**src/rtl/glr_pkg.sv**
```systemverilog
// ----------------------------------------------------------------------------
// glr_pkg
// types shared by the grid line rasteriser modules
// ----------------------------------------------------------------------------
`timescale 1ns / 1ps

package glr_pkg;

  localparam int COORD_W = 6;
  localparam int DIM_W   = 7;
  localparam int INDEX_W = 12;

  typedef logic [COORD_W-1:0] coord_t;
  typedef logic [DIM_W-1:0]   dim_t;
  typedef logic [INDEX_W-1:0] index_t;

  // one traced cell as it leaves the block
  typedef struct packed {
    coord_t cell_x;
    coord_t cell_y;
    index_t cell_index;
    logic   in_map;
    logic   is_last;
  } glr_cell_t;

  // register indexes on the configuration port
  typedef enum logic {
    REG_GRID_WIDTH  = 1'b0,
    REG_GRID_HEIGHT = 1'b1
  } glr_reg_t;

endpackage

```
**src/rtl/glr_cell_unit.sv**
```systemverilog
// ----------------------------------------------------------------------------
// glr_cell_unit
// forms one result: linear index and map bounds check for a traced cell
// ----------------------------------------------------------------------------
`timescale 1ns / 1ps

module glr_cell_unit
  import glr_pkg::*;
(
  input  coord_t    cx,
  input  coord_t    cy,
  input  logic      last,
  input  logic      degen,
  input  dim_t      grid_width,
  input  dim_t      grid_height,
  output glr_cell_t traced
);

  logic [COORD_W+DIM_W-1:0] prod;
  logic [COORD_W+DIM_W:0]   sum;
  logic                     in_bounds;

  assign prod      = cy * grid_width;
  assign sum       = {{(DIM_W+1){1'b0}}, cx} + {1'b0, prod};
  assign in_bounds = ({1'b0, cx} < grid_width) && ({1'b0, cy} < grid_height);

  always_comb begin
    traced.cell_x     = cx;
    traced.cell_y     = cy;
    traced.cell_index = sum[INDEX_W-1:0];
    traced.in_map     = in_bounds;
    traced.is_last    = last;
    // a single-point segment reports index zero and no map hit
    if (degen) begin
      traced.cell_index = '0;
      traced.in_map     = 1'b0;
      traced.is_last    = 1'b1;
    end
  end

endmodule

```
**src/rtl/grid_line_rasterizer_top.sv**
```systemverilog
// ----------------------------------------------------------------------------
// grid_line_rasterizer_top
// traces a grid segment with integer Bresenham, one cell per result
// ----------------------------------------------------------------------------
//  channel  direction  handshake          payload
//  in_      input      in_valid/in_stall  start_x start_y end_x end_y
//  out_     output     out_valid/out_stall cell_x cell_y cell_index in_map is_last
//  cfg_     input      cfg_valid/cfg_ready cfg_index cfg_data
//
//  a segment of n cells is set up in IDLE, then the walk stepper emits one
//  cell per cycle while out_stall allows it (n is 1 to GRID_DIM - 1)
//  in_stall stays high from the accepted request until the last cell enters
//  the output register; out_stall holds the stepper in place
//  reset is synchronous and restores width and height to GRID_DIM
// ----------------------------------------------------------------------------
`timescale 1ns / 1ps

module grid_line_rasterizer_top
  import glr_pkg::*;
#(
  parameter int GRID_DIM = 64
) (
  input  logic   clk,
  input  logic   rst_n,
  input  logic   in_valid,
  output logic   in_stall,
  input  coord_t in_start_x,
  input  coord_t in_start_y,
  input  coord_t in_end_x,
  input  coord_t in_end_y,
  output logic   out_valid,
  input  logic   out_stall,
  output coord_t out_cell_x,
  output coord_t out_cell_y,
  output index_t out_cell_index,
  output logic   out_in_map,
  output logic   out_is_last,
  input  logic   cfg_valid,
  output logic   cfg_ready,
  input  logic   cfg_index,
  input  dim_t   cfg_data
);

  localparam int CNT_W = $clog2(GRID_DIM);
  localparam logic [CNT_W-1:0] LAST_CNT = CNT_W'(GRID_DIM - 2);

  typedef enum logic {
    IDLE,
    WALK
  } state_t;

  state_t      state_r, state_nxt;
  dim_t        width_r, width_nxt;
  dim_t        height_r, height_nxt;
  coord_t      major_pos_r, major_pos_nxt;
  coord_t      minor_pos_r, minor_pos_nxt;
  coord_t      major_end_r, major_end_nxt;
  coord_t      major_delta_r, major_delta_nxt;
  coord_t      minor_delta_r, minor_delta_nxt;
  logic signed [7:0] err_r, err_nxt;
  logic        steep_r, steep_nxt;
  logic        down_r, down_nxt;
  logic        degen_r, degen_nxt;
  logic [CNT_W-1:0] cnt_r, cnt_nxt;
  logic        out_valid_r, out_valid_nxt;
  glr_cell_t   out_r, out_nxt;

  // setup of the walk
  coord_t adx, ady, a0, b0, a1, b1;
  logic   steep;

  // stepper
  logic signed [8:0] err_sum;
  logic              minor_step;
  logic              last;
  logic              load;
  coord_t            cx, cy;
  glr_cell_t         traced;

  assign in_stall  = (state_r != IDLE);
  assign cfg_ready = 1'b1;

  always_comb begin
    adx   = (in_end_x >= in_start_x) ? in_end_x - in_start_x : in_start_x - in_end_x;
    ady   = (in_end_y >= in_start_y) ? in_end_y - in_start_y : in_start_y - in_end_y;
    steep = ady > adx;
    a0 = steep ? in_start_y : in_start_x;
    b0 = steep ? in_start_x : in_start_y;
    a1 = steep ? in_end_y : in_end_x;
    b1 = steep ? in_end_x : in_end_y;
    // walk up the major axis
    if (a0 > a1) begin
      a0 = steep ? in_end_y : in_end_x;
      b0 = steep ? in_end_x : in_end_y;
      a1 = steep ? in_start_y : in_start_x;
      b1 = steep ? in_start_x : in_start_y;
    end
  end

  assign cx   = steep_r ? minor_pos_r : major_pos_r;
  assign cy   = steep_r ? major_pos_r : minor_pos_r;
  assign last = (major_pos_r + 6'd1 == major_end_r) || (cnt_r == LAST_CNT);
  assign load = (state_r == WALK) && (!out_valid_r || !out_stall);

  assign err_sum    = 9'(err_r) + $signed({3'b000, minor_delta_r});
  // minor axis steps when twice the error reaches the major extent
  assign minor_step = $signed({err_sum[7:0], 1'b0}) >= $signed({3'b000, major_delta_r});

  glr_cell_unit u_cell (
    .cx          (cx),
    .cy          (cy),
    .last        (last),
    .degen       (degen_r),
    .grid_width  (width_r),
    .grid_height (height_r),
    .traced      (traced)
  );

  always_comb begin
    state_nxt       = state_r;
    width_nxt       = width_r;
    height_nxt      = height_r;
    major_pos_nxt   = major_pos_r;
    minor_pos_nxt   = minor_pos_r;
    major_end_nxt   = major_end_r;
    major_delta_nxt = major_delta_r;
    minor_delta_nxt = minor_delta_r;
    err_nxt         = err_r;
    steep_nxt       = steep_r;
    down_nxt        = down_r;
    degen_nxt       = degen_r;
    cnt_nxt         = cnt_r;
    out_valid_nxt   = out_valid_r;
    out_nxt         = out_r;

    if (cfg_valid && cfg_ready) begin
      case (glr_reg_t'(cfg_index))
        REG_GRID_WIDTH:  width_nxt  = cfg_data;
        REG_GRID_HEIGHT: height_nxt = cfg_data;
        default: ;
      endcase
    end

    if (out_valid_r && !out_stall) begin
      out_valid_nxt = 1'b0;
    end

    case (state_r)
      IDLE: begin
        if (in_valid) begin
          major_pos_nxt   = a0;
          minor_pos_nxt   = b0;
          major_end_nxt   = a1;
          major_delta_nxt = a1 - a0;
          minor_delta_nxt = (b1 >= b0) ? b1 - b0 : b0 - b1;
          down_nxt        = !(b0 < b1);
          steep_nxt       = steep;
          degen_nxt       = (a1 == a0);
          err_nxt         = '0;
          cnt_nxt         = '0;
          state_nxt       = WALK;
        end
      end
      WALK: begin
        if (load) begin
          out_nxt       = traced;
          out_valid_nxt = 1'b1;
          if (degen_r || last) begin
            state_nxt = IDLE;
          end else begin
            cnt_nxt       = cnt_r + 1'b1;
            major_pos_nxt = major_pos_r + 6'd1;
            if (minor_step) begin
              minor_pos_nxt = down_r ? minor_pos_r - 6'd1 : minor_pos_r + 6'd1;
              err_nxt       = err_sum[7:0] - $signed({2'b00, major_delta_r});
            end else begin
              err_nxt = err_sum[7:0];
            end
          end
        end
      end
      default: state_nxt = IDLE;
    endcase
  end

  always_ff @(posedge clk) begin
    if (!rst_n) begin
      state_r       <= IDLE;
      width_r       <= DIM_W'(GRID_DIM);
      height_r      <= DIM_W'(GRID_DIM);
      major_pos_r   <= '0;
      minor_pos_r   <= '0;
      major_end_r   <= '0;
      major_delta_r <= '0;
      minor_delta_r <= '0;
      err_r         <= '0;
      steep_r       <= 1'b0;
      down_r        <= 1'b0;
      degen_r       <= 1'b0;
      cnt_r         <= '0;
      out_valid_r   <= 1'b0;
    end else begin
      state_r       <= state_nxt;
      width_r       <= width_nxt;
      height_r      <= height_nxt;
      major_pos_r   <= major_pos_nxt;
      minor_pos_r   <= minor_pos_nxt;
      major_end_r   <= major_end_nxt;
      major_delta_r <= major_delta_nxt;
      minor_delta_r <= minor_delta_nxt;
      err_r         <= err_nxt;
      steep_r       <= steep_nxt;
      down_r        <= down_nxt;
      degen_r       <= degen_nxt;
      cnt_r         <= cnt_nxt;
      out_valid_r   <= out_valid_nxt;
    end
    out_r <= out_nxt;
  end

  assign out_valid      = out_valid_r;
  assign out_cell_x     = out_r.cell_x;
  assign out_cell_y     = out_r.cell_y;
  assign out_cell_index = out_r.cell_index;
  assign out_in_map     = out_r.in_map;
  assign out_is_last    = out_r.is_last;

endmodule

```
**config.mk**
```make
export PLATFORM = sky130hd
export DESIGN_NAME = grid_line_rasterizer_top
export DESIGN_NICKNAME = d
export VERILOG_FILES = /design/src/rtl/glr_pkg.sv /design/src/rtl/glr_cell_unit.sv /design/src/rtl/grid_line_rasterizer_top.sv
export SDC_FILE = /design/constraint.sdc
export NUM_CORES = 1
export LEC_CHECK = 0
export ABC_AREA = 1
export BUFFER_PORTS_ARGS = -buffer_cell sky130_fd_sc_hd__buf_4
export CAP_MARGIN = 15
export CORE_ASPECT_RATIO = 1.1
export CORE_UTILIZATION = 67
export DETAILED_ROUTE_END_ITERATION = 10
export GPL_TIMING_DRIVEN = 0
export PLACE_DENSITY = 0.9
export SYNTH_ARGS = -nofsm -noshare
export SYNTH_HDL_FRONTEND = slang
export SYNTH_SLANG_ARGS = --single-unit
```
**constraint.sdc**
```tcl
create_clock -name clk -period 14.2 [get_ports clk]
set_input_delay 0.71 -clock clk [delete_from_list [all_inputs] [get_ports clk]]
set_output_delay 0.71 -clock clk [all_outputs]
set_load 0.03 [all_outputs]
```
Word-level counts from Yosys, hierarchy flattened
Cells that the tools add are included.

Flip-flop bits (word level): 89. Bits in latches: 0. Bits in writable memories: 0. Bits in read-only memories: 0. Bits of input ports: 37. Output and inout port bits: 29. Word-level logic and storage cells: 106. Memories kept: 0.

Add/sub/neg operators: 14. Multiply operators: 1. Div/mod/pow operators: 0. Order comparisons: 9. Equal/unequal tests: 7. Shift operators: 0. Multiplexer cells: 39. Bitwise operators: 2. Reduce and logical (&&, ||, !) cells: 15.

Operator list (count): $mux 6 (24); $sub 6x6->6 (7); $pmux 6 s2 (3); $mux 8 (4); $add 6x1->6 const B (3); $ge 6x6->1 (3); $pmux 8 s2 (1); $lt 6x7->1 (2); $add 6x12->12 (1); $eq 6x6->1 (2); $gt 6x6->1 (2); $mul 6x7->12 (1); $ge 9x7->1 (1); $add 8x7->8 (1); $reduce_and 2->1 (4); $sub 8x6->8 (1); $eq 6x6->1 const B (1); $lt 6x6->1 (1); $mux 1 (6); $sub 6x1->6 const B (1); $ne 2x1->1 const B (2); $ne 2x2->1 const B (2); $reduce_and 4->1 (1); $logic_and 1x1->1 (3); 5 further kinds (10).

Depth between registers and ports, before layout
Depth in word-level cells: 8. Depth in mapped cells: 53. Gate-level depth less buffers: 47.

Cells and area by module
From an unflattened synthesis, not the netlist that was laid out.

Cell total of the unflattened synthesis: 1221. Area, all modules: 8773.4 µm².

By module, submodules not included: grid_line_rasterizer_top (instances 1, cells each 901, area an instance 6686.4 µm², seq. area each 2042.0 µm²); glr_cell_unit (instances 1, cells each 320, area an instance 2087.0 µm², seq. area each 0.0 µm²).

Worst setup path after synthesis
No wires, ideal clock.

Path kind: input-to-reg. Start point: in in_end_y[0]. End point: reg minor_delta_r[5]. Library setup time: 0.114 ns. Arrival: 7.365 ns. Required time: 14.086 ns. Path slack: 6.722 ns. Cell stages on the path: 49. Path buffers: 7. Path through: inv_1 ha_1 inv_1 fa_1 a221oi_1 o21ai_0 a21o_1 clkbuf_1 o21ai_0 o21ai_0 a21o_1 xor2_1 ha_1 nand2_1 nor2_2 nand3_2 nand2_2 buf_6 (+13 left out) nand2_1 o21ai_0 inv_1 ha_1 inv_1 fa_1 a21o_1 a22oi_1 nand3_1 mux2i_1 inv_1 nand2_1 nand2_1 nand2_1 o211ai_1 o21a_1 a21oi_1 inv_1.

Cells in the longest elaborated chain, start to end: 8. Elaborated cells between the ends (all ways): 16. Those cells by class: add/sub: 4; order compare: 4; mux: 8.

RTL lines: start: declaration (RTL line grid_line_rasterizer_top.sv:30) `input coord_t in_end_y,`; $sub 6x6->6 / $ge 6x6->1 (equally long branches) (RTL line grid_line_rasterizer_top.sv:85) `ady = (in_end_y >= in_start_y) ? in_end_y - in_start_y : in_start_y - in_end_y;`; $mux 6 (RTL line grid_line_rasterizer_top.sv:85); $gt 6x6->1 (RTL line grid_line_rasterizer_top.sv:86) `steep = ady > adx;`; $mux 6 (on tied branches) (RTL line grid_line_rasterizer_top.sv:87, grid_line_rasterizer_top.sv:89); $gt 6x6->1 (RTL line grid_line_rasterizer_top.sv:92) `if (a0 > a1) begin`; $mux 6 (RTL line grid_line_rasterizer_top.sv:92); $sub 6x6->6 / $ge 6x6->1 (equally long branches) (RTL line grid_line_rasterizer_top.sv:155) `minor_delta_nxt = (b1 >= b0) ? b1 - b0 : b0 - b1;`; $mux 6 * (RTL line grid_line_rasterizer_top.sv:155); end signal: assignment (RTL line grid_line_rasterizer_top.sv:210) `minor_delta_r <= minor_delta_nxt;`; end: declaration (RTL line grid_line_rasterizer_top.sv:59) `coord_t minor_delta_r, minor_delta_nxt;`.

Every way passes the cells marked *; elsewhere a longest branch is shown, timed or not. A chain may end at the register's enable or synchronous reset.

Final worst setup path
Start point: in in_end_x[0]. End point: reg minor_delta_r[5].

Cells in the longest elaborated chain, start to end: 8. Elaborated cells between the ends (all ways): 16. Those cells by class: add/sub: 4; order compare: 4; mux: 8.

RTL lines: start: declaration (RTL line grid_line_rasterizer_top.sv:29) `input coord_t in_end_x,`; $sub 6x6->6 / $ge 6x6->1 (equally long branches) (RTL line grid_line_rasterizer_top.sv:84) `adx = (in_end_x >= in_start_x) ? in_end_x - in_start_x : in_start_x - in_end_x;`; $mux 6 (RTL line grid_line_rasterizer_top.sv:84); $gt 6x6->1 (RTL line grid_line_rasterizer_top.sv:86); $mux 6 (on tied branches) (RTL line grid_line_rasterizer_top.sv:87, grid_line_rasterizer_top.sv:89); $gt 6x6->1 (RTL line grid_line_rasterizer_top.sv:92); $mux 6 (RTL line grid_line_rasterizer_top.sv:92); $sub 6x6->6 / $ge 6x6->1 (equally long branches) (RTL line grid_line_rasterizer_top.sv:155); $mux 6 * (RTL line grid_line_rasterizer_top.sv:155).

Marked as above.

==> reports/qor.txt <==
status - finished clean
# clock sinks - 89
Cell Rows - 42
Die Y - 119.0 µm
DRC viols - 0
CP required - 14.44 ns
IO Port Bufs - 64
critical path class - input port to flip-flop
CTS max path bufs - 2
Post-CTS Resized - 0
initial antenna violation count - 0
core area - 0.01209 mm²
GPL Wtd Cong - 0.9391
FF-to-FF Start - steep_r
Yosys top cell by area - ha_1
Final Skew - 0.01154 ns
fmax - 0.1136 GHz
Worst-Margin Slew - 1.077 ns
Nets - 1,381
top-area cell type share of the netlist area - 16.37%
postcts setup bufs - 0
Area growth, synth to finish - 11.64%
Hold Path Class - flip-flop to flip-flop
Max Slew Vio Count - 0
layout cells sized above 1 - 9.520%
reg2reg setup slack - 8.69 ns
Tcrit/Tclk final - 62.01%
Die Wd - 108.3 µm
Cell Area, Synth - 0.008332 mm²
syn_nets - 1,306
most crowded layer after global routing - met2
Seq/Total Area, Yosys - 24.51%
cts hold-fix bufs - 0
RSZ-0062 raised after global routing - no
CP Max Fanout - 10
GRT met1 Usage - 35.22%
largest net degree at the start of global routing - 29
initial drt markers - 548
slowest stage cell on the critical path - clkbuf_1
Worst-Skew Late Latency - 0.34 ns
Post-synth EDFFs - 26
grt met3 use - 5.036%
nature of the critical path startpoint - input port
worst stage delay on the critical path - 0.41 ns
flops & latches, synth - 89
CTS Buf Count - 9
Worst slew margin - 28.09%
Most used DFF post-synth - dfxtp_1
most common cell in the netlist - inv_1
diode count - 0
Worst path most repeated cell - inv_1
Hold Crit Start - major_delta_r[4]
Die Area - 0.01289 mm²
Avg Cell Area, Syn - 7.386 µm²
Clock Pin Slew Worst Setup and Hold Paths - 0.07 ns
Post-Route WL - 20.29 mm
Fin Setup TNS - 0 ns
grt met2 use - 58.92%
DR vias - 7,748
synth cell count leaders - 217 x inv_1, 212 x nand2_1, 110 x o21ai_0
final setup violation count - 0
wire per inst - 14.90 µm
vias in the first global route - 7,679
yosys warns - 0
DRT Pass-1 Iters - 6
Congestion Overflow GR - 0
CTS tree - yes
Final Hold Fails - 0
via/cell ratio - 5.689
GRT Total Usage - 32.77%
max_cap viols - 0
clk root buf - clkbuf_16
Area contributors post-synth - ha_1 16%, dfxtp_1 15%, inv_1 9.8%, nand2_1 9.6%, edfxtp_1 9.4%
Distinct cells, synth - 51
Final ANT Viol Nets - 0
initial core utilization - 68.93%
crit path launch - in_end_x[0]
asr flop ratio synth - 0%
worst path arrival time - 9.05 ns
num ports - 66
first-pass GRT wire length - 33.33 mm
H-Tree Depth - 3
Final HPWL DP - 16.16 mm
Mapped Cells - 1,128
minimum clock period - 8.806 ns
crit path capture type - flip-flop
==> per-layer routing <==
| metal | wire length, µm | share of wire [%] |
|---|---|---|
| met4 | 1124 | 5.5 |
| met2 | 10260 | 51 |
| met3 | 1067 | 5.3 |
| met1 | 7836 | 39 |
| met5 | 0 | 0 |
==> logic make-up after synthesis <==
kind of cell | count (synthesis) | synth area share (%)
other | 1 | 0.04501
adder cells (fa/ha/maj) | 141 | 24.06
buffers and inverters | 249 | 11.77
XOR/XNOR | 33 | 3.469
AND/OR/NAND/NOR | 350 | 17.65
multiplexers | 9 | 1.096
AO/OA/AOI/OAI | 256 | 17.41
flip-flops | 89 | 24.51
==> worst max-delay path, delay by kind of cell <==
| kind | cells | cell delay [ns] |
|---|---|---|
| XOR/XNOR | 1 | 0.12 |
| multiplexers | 1 | 0.23 |
| AND/OR/NAND/NOR | 12 | 1.66 |
| adder cells (fa/ha/maj) | 6 | 1.74 |
| buffers and inverters | 16 | 2.19 |
| AO/OA/AOI/OAI | 13 | 2.39 |
==> state kept, by name, indices dropped and copies added (netlist names), 7 cells and up <==
| signal | cells |
|---|---|
| out_cell_index | 12 |
| err_r | 8 |
| height_r | 7 |
| width_r | 7 |
==> through the flow <==
stage                     utilization [%]  instances  worst slack [ns]  instance area [µm²]  hold slack [ns]
after floorplan                         -       1128             6.722                 8332           0.4243
final                               76.96       1362             5.394                 9301           0.4537
after global placement              74.50       1346             5.452                 9005           0.4405
after global routing                76.96       1362             4.791                 9301           0.4716
after CTS                           76.96       1362             5.570                 9301           0.4557
after detailed placement            74.50       1346             5.247                 9005           0.4425
==> path summary, 6_finish.rpt <==
kind	endpoint	depth (start not counted)
setup / recovery	minor_delta_r[5]	49
hold / removal	major_delta_r[4]	2
setup reg to reg	out_cell_index[11]	26
hold reg to reg	major_delta_r[4]	2
==> placed cells by master, fill, tap and decap left out, types with 4 or more instances in the layout <==
cell type / netlist / final
a21o_1: 7 / 7
a21oi_1: 82 / 82
a221oi_1: 9 / 9
a31oi_1: 6 / 6
buf_4: 3 / 67
clkbuf_1: 21 / 22
clkbuf_16: 0 / 9
dfxtp_1: 63 / 63
edfxtp_1: 26 / 26
fa_1: 32 / 32
ha_1: 109 / 109
inv_1: 217 / 217
mux2i_1: 8 / 8
nand2_1: 212 / 212
nand2_2: 5 / 5
nand2_4: 5 / 5
nand3_1: 33 / 33
nor2_1: 75 / 75
nor3_1: 4 / 4
o211ai_1: 9 / 9
o21ai_0: 110 / 110
o21ai_1: 5 / 5
o21ai_2: 5 / 5
o21bai_1: 7 / 7
or2_2: 5 / 5
xnor2_1: 11 / 11
xor2_1: 22 / 22
==> cell type report <==
| cell class | instances | area (µm²) |
|---|---|---|
| Sequential cell | 89 | 2042 |
| Multi-Input combinational cell | 790 | 5309 |
| Buffer | 29 | 155.1 |
| Clock inverter | 6 | 67.56 |
| Fill cell | 897 | 2785 |
| Clock buffer | 10 | 229.0 |
| Timing Repair Buffer | 64 | 480.5 |
| Tap cell | 154 | 192.7 |
| Inverter | 220 | 825.8 |
Power is not shown: default switching activity piles up to over one toggle a cycle in this logic, so the estimate is an artifact.
